### src/rtl/tsdf_pkg.sv
// Shared types, character codes and helpers for the text stream display filter.
package tsdf_pkg;

    localparam int unsigned CFG_IDX_W = 3;

    localparam logic [CFG_IDX_W-1:0] REG_NUMBER_ALL      = 3'd0;
    localparam logic [CFG_IDX_W-1:0] REG_NUMBER_NONBLANK = 3'd1;
    localparam logic [CFG_IDX_W-1:0] REG_SHOW_ENDS       = 3'd2;
    localparam logic [CFG_IDX_W-1:0] REG_SHOW_TABS       = 3'd3;
    localparam logic [CFG_IDX_W-1:0] REG_SHOW_NONPRINT   = 3'd4;
    localparam logic [CFG_IDX_W-1:0] REG_SQUEEZE_BLANK   = 3'd5;

    localparam logic [7:0] CH_TAB    = 8'd9;
    localparam logic [7:0] CH_NL     = 8'd10;
    localparam logic [7:0] CH_SPACE  = 8'd32;
    localparam logic [7:0] CH_DOLLAR = 8'd36;
    localparam logic [7:0] CH_DASH   = 8'd45;
    localparam logic [7:0] CH_QMARK  = 8'd63;
    localparam logic [7:0] CH_I      = 8'd73;
    localparam logic [7:0] CH_M      = 8'd77;
    localparam logic [7:0] CH_CARET  = 8'd94;
    localparam logic [7:0] CH_DEL    = 8'd127;
    localparam logic [7:0] CH_HIGH   = 8'd160;
    localparam logic [7:0] CH_MAX    = 8'd255;
    localparam logic [7:0] CH_CTRL_END = 8'd32;
    localparam logic [3:0] ASCII_DIGIT_HI = 4'h3;

    localparam logic [23:0] BCD_ONE = 24'h000001;
    localparam logic [23:0] BCD_MAX = 24'h999999;

    typedef logic [3:0] t_pos;
    localparam t_pos POS_FIRST_DIGIT = 4'd0;
    localparam t_pos POS_LAST_DIGIT  = 4'd5;
    localparam t_pos POS_TAB         = 4'd6;
    localparam t_pos POS_DOLLAR      = 4'd7;
    localparam t_pos POS_TAIL        = 4'd8;

    typedef struct packed {
        logic number_all;
        logic number_nonblank;
        logic show_ends;
        logic show_tabs;
        logic show_nonprint;
        logic squeeze_blank;
    } t_cfg;

    typedef struct packed {
        logic            num_en;
        logic [23:0]     bcd;
        logic            dollar;
        logic [3:0][7:0] tail;
        logic [1:0]      tail_last;
    } t_desc;

    function automatic logic [23:0] bcd_inc(input logic [23:0] v);
        logic [23:0] res;
        logic        carry;
        logic [4:0]  sum;
        res   = '0;
        carry = 1'b1;
        for (int d = 0; d < 6; d++) begin
            sum = {1'b0, v[d*4 +: 4]} + {4'd0, carry};
            if (sum >= 5'd10) begin
                res[d*4 +: 4] = 4'd0;
                carry         = 1'b1;
            end else begin
                res[d*4 +: 4] = sum[3:0];
                carry         = 1'b0;
            end
        end
        return res;
    endfunction

endpackage

### src/rtl/text_stream_display_filter.sv
// Top level of the text stream display filter: config registers, front, queue, back.
//
//  channel   dir  handshake                     payload (lsb first)
//  s_axis    in   s_axis_tvalid/s_axis_tready   tdata: in_byte; tuser: file_start
//  m_axis    out  m_axis_tvalid/m_axis_tready   tdata: out_byte; tlast: last
//  cfg       in   i_cfg_we (no wait)            i_cfg_idx register, i_cfg_data value
//
//  The front takes one input byte per cycle while the queue has room.
//  The back sends one display byte per cycle unless stalled, 1 to 11 per input byte;
//  sustained rate is set by the number of display bytes an input expands to.
//  A squeezed newline is dropped in the front and never reaches the queue.
//  Synchronous active-low reset; an output stall backs up into the queue.
module text_stream_display_filter import tsdf_pkg::*; #(
    parameter int unsigned FIFO_DEPTH = 4
) (
    input  logic                 i_clk,
    input  logic                 i_rst_n,
    input  logic                 s_axis_tvalid,
    output logic                 s_axis_tready,
    input  logic [7:0]           s_axis_tdata,   // [7:0] in_byte
    input  logic                 s_axis_tuser,   // [0] file_start
    output logic                 m_axis_tvalid,
    input  logic                 m_axis_tready,
    output logic [7:0]           m_axis_tdata,   // [7:0] out_byte
    output logic                 m_axis_tlast,
    input  logic                 i_cfg_we,
    input  logic [CFG_IDX_W-1:0] i_cfg_idx,
    input  logic [0:0]           i_cfg_data
);

    t_cfg  r_cfg;
    logic  push;
    logic  q_full;
    logic  pop;
    logic  head_valid;
    t_desc push_desc;
    t_desc head_desc;

    always_ff @(posedge i_clk) begin
        if (!i_rst_n) begin
            r_cfg <= '0;
        end else if (i_cfg_we) begin
            case (i_cfg_idx)
                REG_NUMBER_ALL:      r_cfg.number_all      <= i_cfg_data[0];
                REG_NUMBER_NONBLANK: r_cfg.number_nonblank <= i_cfg_data[0];
                REG_SHOW_ENDS:       r_cfg.show_ends       <= i_cfg_data[0];
                REG_SHOW_TABS:       r_cfg.show_tabs       <= i_cfg_data[0];
                REG_SHOW_NONPRINT:   r_cfg.show_nonprint   <= i_cfg_data[0];
                REG_SQUEEZE_BLANK:   r_cfg.squeeze_blank   <= i_cfg_data[0];
                default: ;
            endcase
        end
    end

    tsdf_front u_front (
        .i_clk        (i_clk),
        .i_rst_n      (i_rst_n),
        .i_cfg        (r_cfg),
        .i_valid      (s_axis_tvalid),
        .o_ready      (s_axis_tready),
        .i_byte       (s_axis_tdata),
        .i_file_start (s_axis_tuser),
        .i_q_full     (q_full),
        .o_push       (push),
        .o_desc       (push_desc)
    );

    tsdf_fifo #(
        .DEPTH (FIFO_DEPTH)
    ) u_fifo (
        .i_clk   (i_clk),
        .i_rst_n (i_rst_n),
        .i_push  (push),
        .i_desc  (push_desc),
        .o_full  (q_full),
        .i_pop   (pop),
        .o_valid (head_valid),
        .o_desc  (head_desc)
    );

    tsdf_back u_back (
        .i_clk        (i_clk),
        .i_rst_n      (i_rst_n),
        .i_head_valid (head_valid),
        .i_head       (head_desc),
        .o_pop        (pop),
        .o_valid      (m_axis_tvalid),
        .i_ready      (m_axis_tready),
        .o_byte       (m_axis_tdata),
        .o_last       (m_axis_tlast)
    );

endmodule

### src/rtl/tsdf_front.sv
// Front end: line state, blank squeezing, line counter and byte classification.
module tsdf_front import tsdf_pkg::*; (
    input  logic        i_clk,
    input  logic        i_rst_n,
    input  t_cfg        i_cfg,
    input  logic        i_valid,
    output logic        o_ready,
    input  logic [7:0]  i_byte,
    input  logic        i_file_start,
    input  logic        i_q_full,
    output logic        o_push,
    output t_desc       o_desc
);

    logic        r_prev_nl;
    logic        r_blank_run;
    logic [23:0] r_bcd;

    logic        n_prev_nl;
    logic        n_blank_run;
    logic [23:0] n_bcd;

    logic        accept;
    logic        prev_nl;
    logic        blank_run;
    logic        is_nl;
    logic        squeeze;
    logic        number;

    assign o_ready = !i_q_full;
    assign accept  = i_valid && !i_q_full;

    always_comb begin
        prev_nl   = i_file_start ? 1'b1 : r_prev_nl;
        blank_run = i_file_start ? 1'b0 : r_blank_run;
        is_nl     = (i_byte == CH_NL);
        squeeze   = is_nl && prev_nl && blank_run && i_cfg.squeeze_blank;
        number    = prev_nl && (i_cfg.number_nonblank ? !is_nl : i_cfg.number_all);

        o_desc.num_en    = number;
        o_desc.bcd       = r_bcd;
        o_desc.dollar    = is_nl && i_cfg.show_ends;
        o_desc.tail      = '0;
        o_desc.tail[0]   = i_byte;
        o_desc.tail_last = 2'd0;

        if (i_byte == CH_TAB) begin
            if (i_cfg.show_tabs) begin
                o_desc.tail[0]   = CH_CARET;
                o_desc.tail[1]   = CH_I;
                o_desc.tail_last = 2'd1;
            end
        end else if (i_cfg.show_nonprint && !is_nl) begin
            if (i_byte < CH_CTRL_END) begin
                o_desc.tail[0]   = CH_CARET;
                o_desc.tail[1]   = i_byte + 8'd64;
                o_desc.tail_last = 2'd1;
            end else if (i_byte == CH_DEL) begin
                o_desc.tail[0]   = CH_CARET;
                o_desc.tail[1]   = CH_QMARK;
                o_desc.tail_last = 2'd1;
            end else if (i_byte == CH_MAX) begin
                o_desc.tail[0]   = CH_M;
                o_desc.tail[1]   = CH_DASH;
                o_desc.tail[2]   = CH_CARET;
                o_desc.tail[3]   = CH_QMARK;
                o_desc.tail_last = 2'd3;
            end else if (i_byte >= CH_HIGH) begin
                o_desc.tail[0]   = CH_M;
                o_desc.tail[1]   = CH_DASH;
                o_desc.tail[2]   = i_byte - 8'd128;
                o_desc.tail_last = 2'd2;
            end else if (i_byte[7]) begin
                o_desc.tail[0]   = CH_M;
                o_desc.tail[1]   = CH_DASH;
                o_desc.tail[2]   = CH_CARET;
                o_desc.tail[3]   = i_byte - 8'd64;
                o_desc.tail_last = 2'd3;
            end
        end

        n_prev_nl   = r_prev_nl;
        n_blank_run = r_blank_run;
        n_bcd       = r_bcd;
        if (accept && !squeeze) begin
            n_prev_nl   = is_nl;
            n_blank_run = is_nl && prev_nl;
            if (number && (r_bcd != BCD_MAX)) begin
                n_bcd = bcd_inc(r_bcd);
            end
        end
        o_push = accept && !squeeze;
    end

    always_ff @(posedge i_clk) begin
        if (!i_rst_n) begin
            r_prev_nl   <= 1'b1;
            r_blank_run <= 1'b0;
            r_bcd       <= BCD_ONE;
        end else begin
            r_prev_nl   <= n_prev_nl;
            r_blank_run <= n_blank_run;
            r_bcd       <= n_bcd;
        end
    end

`ifndef ASSERT_OFF
    a_counter_nonzero: assert property (@(posedge i_clk) disable iff (!i_rst_n)
        r_bcd != '0)
        else $error("line counter reached zero");
`endif

endmodule

### src/rtl/tsdf_fifo.sv
// Short descriptor queue between front and back end.
module tsdf_fifo import tsdf_pkg::*; #(
    parameter int unsigned DEPTH = 4
) (
    input  logic  i_clk,
    input  logic  i_rst_n,
    input  logic  i_push,
    input  t_desc i_desc,
    output logic  o_full,
    input  logic  i_pop,
    output logic  o_valid,
    output t_desc o_desc
);

    localparam int unsigned PTR_W = (DEPTH > 1) ? $clog2(DEPTH) : 1;
    localparam int unsigned CNT_W = $clog2(DEPTH + 1);
    localparam logic [PTR_W-1:0] PTR_LAST = PTR_W'(DEPTH - 1);
    localparam logic [CNT_W-1:0] CNT_FULL = CNT_W'(DEPTH);

    t_desc            r_mem [DEPTH];
    logic [PTR_W-1:0] r_wr;
    logic [PTR_W-1:0] r_rd;
    logic [CNT_W-1:0] r_count;

    assign o_full  = (r_count == CNT_FULL);
    assign o_valid = (r_count != '0);
    assign o_desc  = r_mem[r_rd];

    always_ff @(posedge i_clk) begin
        if (i_push) begin
            r_mem[r_wr] <= i_desc;
        end
    end

    always_ff @(posedge i_clk) begin
        if (!i_rst_n) begin
            r_wr    <= '0;
            r_rd    <= '0;
            r_count <= '0;
        end else begin
            if (i_push) begin
                r_wr <= (r_wr == PTR_LAST) ? '0 : r_wr + 1'b1;
            end
            if (i_pop) begin
                r_rd <= (r_rd == PTR_LAST) ? '0 : r_rd + 1'b1;
            end
            if (i_push && !i_pop) begin
                r_count <= r_count + 1'b1;
            end else if (i_pop && !i_push) begin
                r_count <= r_count - 1'b1;
            end
        end
    end

`ifndef ASSERT_OFF
    a_no_overflow: assert property (@(posedge i_clk) disable iff (!i_rst_n)
        i_push |-> !o_full)
        else $error("push into full queue");
    a_no_underflow: assert property (@(posedge i_clk) disable iff (!i_rst_n)
        i_pop |-> o_valid)
        else $error("pop from empty queue");
`endif

endmodule

### src/rtl/tsdf_back.sv
// Back end: serialize one descriptor into display bytes through an output register.
module tsdf_back import tsdf_pkg::*; (
    input  logic       i_clk,
    input  logic       i_rst_n,
    input  logic       i_head_valid,
    input  t_desc      i_head,
    output logic       o_pop,
    output logic       o_valid,
    input  logic       i_ready,
    output logic [7:0] o_byte,
    output logic       o_last
);

    logic       r_busy;
    t_pos       r_pos;
    logic       r_valid;
    logic [7:0] r_byte;
    logic       r_last;

    logic            load;
    t_pos            pos;
    t_pos            n_pos;
    logic [7:0]      byte_sel;
    logic            last;
    logic [5:0][3:0] digits;
    logic [5:0]      zero_from;
    logic [2:0]      k;
    logic [1:0]      tail_idx;

    always_comb begin
        digits = i_head.bcd;
        zero_from[5] = (digits[5] == 4'd0);
        for (int j = 4; j >= 0; j--) begin
            zero_from[j] = zero_from[j+1] && (digits[j] == 4'd0);
        end

        if (r_busy) begin
            pos = r_pos;
        end else if (i_head.num_en) begin
            pos = POS_FIRST_DIGIT;
        end else if (i_head.dollar) begin
            pos = POS_DOLLAR;
        end else begin
            pos = POS_TAIL;
        end

        k        = 3'(POS_LAST_DIGIT) - pos[2:0];
        tail_idx = 2'(pos - POS_TAIL);

        if (pos <= POS_LAST_DIGIT) begin
            byte_sel = (zero_from[k] && (k != 3'd0)) ? CH_SPACE : {ASCII_DIGIT_HI, digits[k]};
        end else if (pos == POS_TAB) begin
            byte_sel = CH_TAB;
        end else if (pos == POS_DOLLAR) begin
            byte_sel = CH_DOLLAR;
        end else begin
            byte_sel = i_head.tail[tail_idx];
        end

        last  = (pos >= POS_TAIL) && (tail_idx == i_head.tail_last);
        n_pos = ((pos == POS_TAB) && !i_head.dollar) ? POS_TAIL : pos + 1'b1;

        load  = i_head_valid && (!r_valid || i_ready);
        o_pop = load && last;
    end

    always_ff @(posedge i_clk) begin
        if (!i_rst_n) begin
            r_busy  <= 1'b0;
            r_pos   <= POS_FIRST_DIGIT;
            r_valid <= 1'b0;
        end else begin
            if (load) begin
                r_valid <= 1'b1;
                r_busy  <= !last;
                r_pos   <= n_pos;
            end else if (i_ready) begin
                r_valid <= 1'b0;
            end
        end
    end

    always_ff @(posedge i_clk) begin
        if (load) begin
            r_byte <= byte_sel;
            r_last <= last;
        end
    end

    assign o_valid = r_valid;
    assign o_byte  = r_byte;
    assign o_last  = r_last;

`ifndef ASSERT_OFF
    a_busy_has_head: assert property (@(posedge i_clk) disable iff (!i_rst_n)
        r_busy |-> i_head_valid)
        else $error("descriptor left queue mid-run");
`endif

endmodule

### config.mk
export PLATFORM = sky130hd
export DESIGN_NAME = text_stream_display_filter
export DESIGN_NICKNAME = d
export VERILOG_FILES = /design/src/rtl/tsdf_pkg.sv /design/src/rtl/text_stream_display_filter.sv /design/src/rtl/tsdf_front.sv /design/src/rtl/tsdf_fifo.sv /design/src/rtl/tsdf_back.sv
export SDC_FILE = /design/constraint.sdc
export NUM_CORES = 1
export LEC_CHECK = 0
export ABC_CLOCK_PERIOD_IN_PS = 7790
export BUFFER_PORTS_ARGS = -buffer_cell sky130_fd_sc_hd__buf_2
export CELL_PAD_IN_SITES_DETAIL_PLACEMENT = 1
export CELL_PAD_IN_SITES_GLOBAL_PLACEMENT = 1
export CORE_MARGIN = 3
export CORE_UTILIZATION = 45
export DETAILED_ROUTE_END_ITERATION = 10
export PLACE_DENSITY = 0.66
export RECOVER_POWER = 50
export SYNTH_ARGS = -nofsm -noshare
export SYNTH_HDL_FRONTEND = slang
export SYNTH_SLANG_ARGS = --single-unit
### constraint.sdc
create_clock -name i_clk -period 7.79 [get_ports i_clk]
set_input_delay 0.3895 -clock i_clk [delete_from_list [all_inputs] [get_ports i_clk]]
set_output_delay 0.3895 -clock i_clk [all_outputs]
set_load 0.02 [all_outputs]
* Word level (Yosys, flattened, before mapping) *
Memory sizes are Yosys's and may differ from the RTL's. A register that Yosys moved wholly into a read port is not among the register bits.
Index checks and enable logic that the tools add are counted.

storage, ports and cells
  register bits after elaboration = 54
  RAM bits = 240
  input port bits = 18
  output and inout port bits = 11
  logic and storage cells = 170
  memories kept = 1

operators by class
  add/sub/neg operators = 16
  $lt $le $gt $ge = 12
  equality and inequality tests = 16
  muxes and demuxes = 60
  reductions and logical operators = 48

memories
  name          depth  width  rd ports  clocked after memory_dff  wr ports  line             text
  u_fifo.r_mem  4      60     1         1                         1         tsdf_fifo.sv:20  t_desc r_mem [DEPTH];

operators by type and width
  cell                    count
  $mux W34                3
  $mux W18                3
  $mux W16                3
  $mux W4                 11
  $mux W8                 5
  $ge A5 B4 Y1 const B    6
  $mux W26                1
  $add A4 B1 Y5           5
  $logic_not A4 Y1        6
  $ne A24 B24 Y1 const B  1
  $mux W1                 23
  $logic_and A1 B1 Y1     21
  $mux W17                1
  $bmux W8 S2             1
  $eq A8 B4 Y1 const B    2
  $reduce_and A2 Y1       7
  $bmux W4 S3             1
  $eq A3 B3 Y1 const B    3
  $add A8 B7 Y8 const B   1
  $eq A4 B3 Y1 const B    2
  $eq A8 B7 Y1 const B    1
  $eq A8 B8 Y1 const B    1
  $ge A8 B8 Y1 const B    1
  $logic_not A1 Y1        8
  26 further kinds        35

* Depth between registers and ports, before layout *
  depth after elaboration = 30
  depth in mapped cells = 41

* Cells and area by module *
From an unflattened synthesis, not the netlist that was laid out.

second synthesis, totals
  cell total of the unflattened synthesis = 860
  area total of the unflattened synthesis = 13221.4 sq um

by module, submodules not included
  module                      instances  cells an instance  area an instance (sq um)  seq. area each (sq um)
  tsdf_fifo                   1          358                9182.6                    7387.1
  tsdf_front                  1          319                2393.5                    520.5
  tsdf_back                   1          158                1375.1                    390.4
  text_stream_display_filter  1          25                 270.3                     120.1

* Worst setup path after synthesis *
OpenSTA, ideal clock, no wires.

  kind = reg2reg
  from = register u_front.r_bcd[0]
  to = register u_front.r_bcd[23]
  setup time = 0.076 ns
  arrival time = 5.992 ns
  data required time = 7.714 ns
  setup slack = 1.722 ns
  cell stages (with the launch flop) = 40
  period minus slack after synthesis = 6.068 ns
  cells stage by stage = dfxtp_1 > nand3_1 > xor2_1 > and2_1 > o22ai_1 > ha_1 > nand3_1 > xnor2_1 > nor2b_1 > a21oi_1 > a21oi_1 > inv_1 > ha_1 > nand3_1 > xnor2_1 > nor2b_1 > a21oi_1 > a21oi_1 > (+4 left out) > nor2b_1 > a21oi_1 > a21oi_1 > inv_1 > ha_1 > nand3_1 > xnor2_1 > nor2b_1 > a21oi_1 > a21oi_1 > inv_1 > ha_1 > ha_1 > nor2b_1 > o21a_1 > a21oi_1 > nand3_1 > a21boi_0

between the ends
  cells in the longest elaborated chain, start to end = 28

ends and longest elaborated chain
  what                    line               text
  start, declared         tsdf_front.sv:17   logic [23:0] r_bcd;
  start signal, assigned  tsdf_front.sv:103  r_bcd <= n_bcd;
  $add A4 B1 Y5           tsdf_pkg.sv:62     sum = {1'b0, v[d*4 +: 4]} + {4'd0, carry};
  $ge A5 B4 Y1            tsdf_pkg.sv:63     if (sum >= 5'd10) begin
  $mux W1                 tsdf_pkg.sv:63
  $mux W1                 tsdf_front.sv:88   if (number && (r_bcd != BCD_MAX)) begin
  $mux W1                 tsdf_front.sv:85   if (accept && !squeeze) begin
  $add A4 B1 Y5           tsdf_pkg.sv:62
  $ge A5 B4 Y1            tsdf_pkg.sv:63
  $mux W1                 tsdf_pkg.sv:63
  (+12 left out)          --
  $add A4 B1 Y5           tsdf_pkg.sv:62
  $ge A5 B4 Y1            tsdf_pkg.sv:63
  $mux W1                 tsdf_pkg.sv:63
  $mux W1                 tsdf_front.sv:88
  $mux W1                 tsdf_front.sv:85
  $add A4 B1 Y5           tsdf_pkg.sv:62
  $ge A5 B4 Y1            tsdf_pkg.sv:63
  $mux W4                 tsdf_pkg.sv:63

Several ways; a longest one is shown, not always the timed one. The select of a mux whose other input is x is not followed.
A chain may end at the register's enable or synchronous reset.

* Worst setup path after layout *
Ends and elaborated chain as after synthesis.

==> flow_summary.json <==
{
  "status": "complete, but fails checks",
  "violations": "max-capacitance violations, max-slew violations",
  "crit_slowest_cell": "dfxtp_2",
  "cts_buffer_depth": 3,
  "syn_area_per_cell_um2": 15.52,
  "final_cell_mix": "249 x edfxtp_1, 68 x nand2_1, 59 x mux4_2",
  "areaGrowthSynthToFinish_pct": 11.22,
  "postCtsSetupRepairBufs": 0,
  "setup_viol": 0,
  "slew_viol_final": 107,
  "rsz0062_at_grt": "false",
  "drcViolationCount": 0,
  "drt_iter0_markers": 382,
  "port-buffer-count": 28,
  "routedWlPerCell_um": 22.70,
  "yosys_warnings": 0,
  "place_hpwl_um": 18230,
  "cp-startpoint": "u_front.r_bcd[0]",
  "antenna_found_initial": 0,
  "die_w_um": 174.9,
  "finalInstanceArea_um2": 14270,
  "endpoint_kind": "flip-flop",
  "vias_per_cell": 5.648,
  "yosysTopAreaCell": "edfxtp_1",
  "cp_max_fo": 10,
  "dr.pass1.iters": 5,
  "vdd_drop_max_mv": 0.1683,
  "synth-seq-cells": 296,
  "final_common_cell": "edfxtp_1",
  "p_leak_nw": 4.799,
  "layout.nets": 915,
  "holdPathEnd": "u_back.o_valid",
  "slew_headroom": -1.650,
  "clock_skew_ns": 0.01201,
  "fin_tns_setup_ns": 0,
  "fp.coreArea_um2": 27930,
  "r2r_setup_slack_ns": 0.79,
  "hp-class": "in -> reg",
  "rows": 61,
  "yosys-top-cells-area": "edfxtp_1 58%, mux4_2 10%, dfxtp_1 7.3%",
  "rr_startpoint": "u_front.r_bcd[0]",
  "drive_gt1_frac": 0.1775,
  "cts.sinks": 296,
  "wl_um": 28780,
  "r2r_cells": 39,
  "critical_path.reg2reg.endpoint": "u_front.r_bcd[23]",
  "ys_types": 68,
  "syn_inst": 827,
  "whs_path_depth": 4,
  "htreeDepth": 1,
  "path_class": "reg -> reg",
  "grt_start_max_net_pins": 61,
  "clock_latency_ns": 0.55,
  "synth-edff-count": 249,
  "tightest_slew_ns": 3.975,
  "synth_seq_area_share": 0.6560,
  "cp.arrival_ns": 7.46,
  "synth_area_um2": 12830,
  "io_pins": 29,
  "synth_top_area_frac": 0.5827,
  "n_antenna_cell": 0,
  "via_count": 7162,
  "synthArstFlopShare": 0,
  "start_util": 0.4594,
  "hp-start": "m_axis_tready",
  "power.density_nw_per_um2": 306.4,
  "timing.final.crit_share": 0.8984,
  "grt_pass1_wl_um": 45480,
  "start_kind": "flip-flop",
  "grt_overflow": 0,
  "fp.dieH_um": 174.9,
  "cpPeakStageDelay_ns": 0.42,
  "min_period_ns": 6.999,
  "report.final.hold_viol_count": 0,
  "gp_congestion": 0.8257,
  "first_global_vias": 7982,
  "cts_inserted_buffers": 29,
  "worst_ep_required_time_ns": 8.25,
  "die_area_um2": 30580,
  "max_freq_mhz": 142.9,
  "maxCapViolations": 2,
  "clk_pin_slew_worst_paths_ns": 0.06,
  "place_area_um2": 13370,
  "antenna_left": 0,
  "track_usage": 0.1911,
  "ys.flop_type": "edfxtp_1",
  "cts_tree": "done",
  "cts_root_buffer": "clkbuf_16"
}
[worst max-delay path by stage]
stage	to	slack, ns	cells after the start
4_1_cts	u_front.r_bcd[23]	0.32	39
2_1_floorplan	u_front.r_bcd[23]	1.72	39
5_1_grt	u_front.r_bcd[23]	0.06	39
3_3_place_gp	u_front.r_bcd[23]	1.16	39
6_report	u_front.r_bcd[23]	0.79	39
3_5_place_dp	u_front.r_bcd[23]	0.33	39
[report_power, final]
group / switching (mW) / total (mW) / internal [mW]
clock: 0.583 / 1.33 / 0.751
sequential: 0.0818 / 2.01 / 1.93
combinational: 0.631 / 1.03 / 0.399
total: 1.30 / 4.37 / 3.08
[worst max-delay path, delay by kind of cell (launching register included)]
kind,cells,cell delay (ns)
DFF,1,0.42
buffers and inverters,4,0.30
adders and majority gates,6,1.26
AOI/OAI and AO/OA,12,2.14
xor gates and xnor gates,5,0.94
and+or+nand+nor,12,1.86
[what timing repair did]
item	4_1_cts	5_1_grt
resized for setup	0	7
hold buffers	0	0
hold endpoints to repair	0	0
setup endpoints to repair	0	4
[state kept, by name, summed over array words and instances, names as in the netlist, named ones only]
name	count
u_fifo.r_count	3
u_back.o_last	1
u_fifo.r_mem	240
u_back.o_byte	8
u_back.r_busy	1
u_front.r_blank_run	1
u_fifo.r_wr	2
u_front.r_prev_nl	1
u_back.r_pos	4
u_fifo.r_rd	2
u_back.o_valid	1
u_front.r_bcd	24
r_cfg	6
[per-layer routing]
metal / part of all wire / global-route usage
met1: 0.45 / 0.2542
met3: 0.035 / 0.02564
met5: 0 / 0
met4: 0.014 / 0.03391
met2: 0.50 / 0.3416
[synthesized netlist by cell type, types with 9 or more instances]
library cell / n
nor2_1: 30
nand3_1: 30
and2_1: 17
a21oi_1: 28
mux2i_1: 17
o21ai_0: 16
ha_1: 29
clkbuf_1: 14
nand2_1: 68
inv_1: 26
edfxtp_1: 249
mux4_2: 59
buf_2: 10
xnor2_1: 10
nor2b_1: 25
a21boi_0: 28
o21a_1: 9
dfxtp_1: 47
[cell type report]
type / count / area (um2)
Tap cell: 378 / 473.0
Timing Repair Buffer: 37 / 183.9
Sequential cell: 296 / 8427
Clock inverter: 20 / 161.4
Inverter: 29 / 110.1
Fill cell: 2765 / 13660
Multi-Input combinational cell: 474 / 4173
Clock buffer: 34 / 744.5
[metrics by stage]
stage	util	setup slack (ns)	hold slack [ns]	std cells	power (mW)
2_1_floorplan	-	1.722	0.4506	830	2.764
3_3_place_gp	0.4787	1.159	0.4628	1214	3.046
3_5_place_dp	0.4787	0.3268	0.4825	1214	3.094
4_1_cts	0.5111	0.3249	0.1120	1268	4.442
5_1_grt	0.5109	0.06176	0.1777	1268	4.594
6_report	0.5109	0.7912	0.1354	1268	4.373
[kinds of logic (layout without fill, tap and decap cells)]
| kind of cell | after synthesis | in the layout | synth area share |
|---|---|---|---|
| and+or+nand+nor | 225 | 225 | 0.09078 |
| DFF | 296 | 296 | 0.6560 |
| muxes | 85 | 85 | 0.1294 |
| other | 1 | 4 | 0.0002922 |
| adders and majority gates | 30 | 30 | 0.02984 |
| buffers and inverters | 60 | 120 | 0.02125 |
| AOI/OAI and AO/OA | 117 | 117 | 0.06357 |
| xor gates and xnor gates | 13 | 13 | 0.008873 |
(Power assumes the default switching activity.)
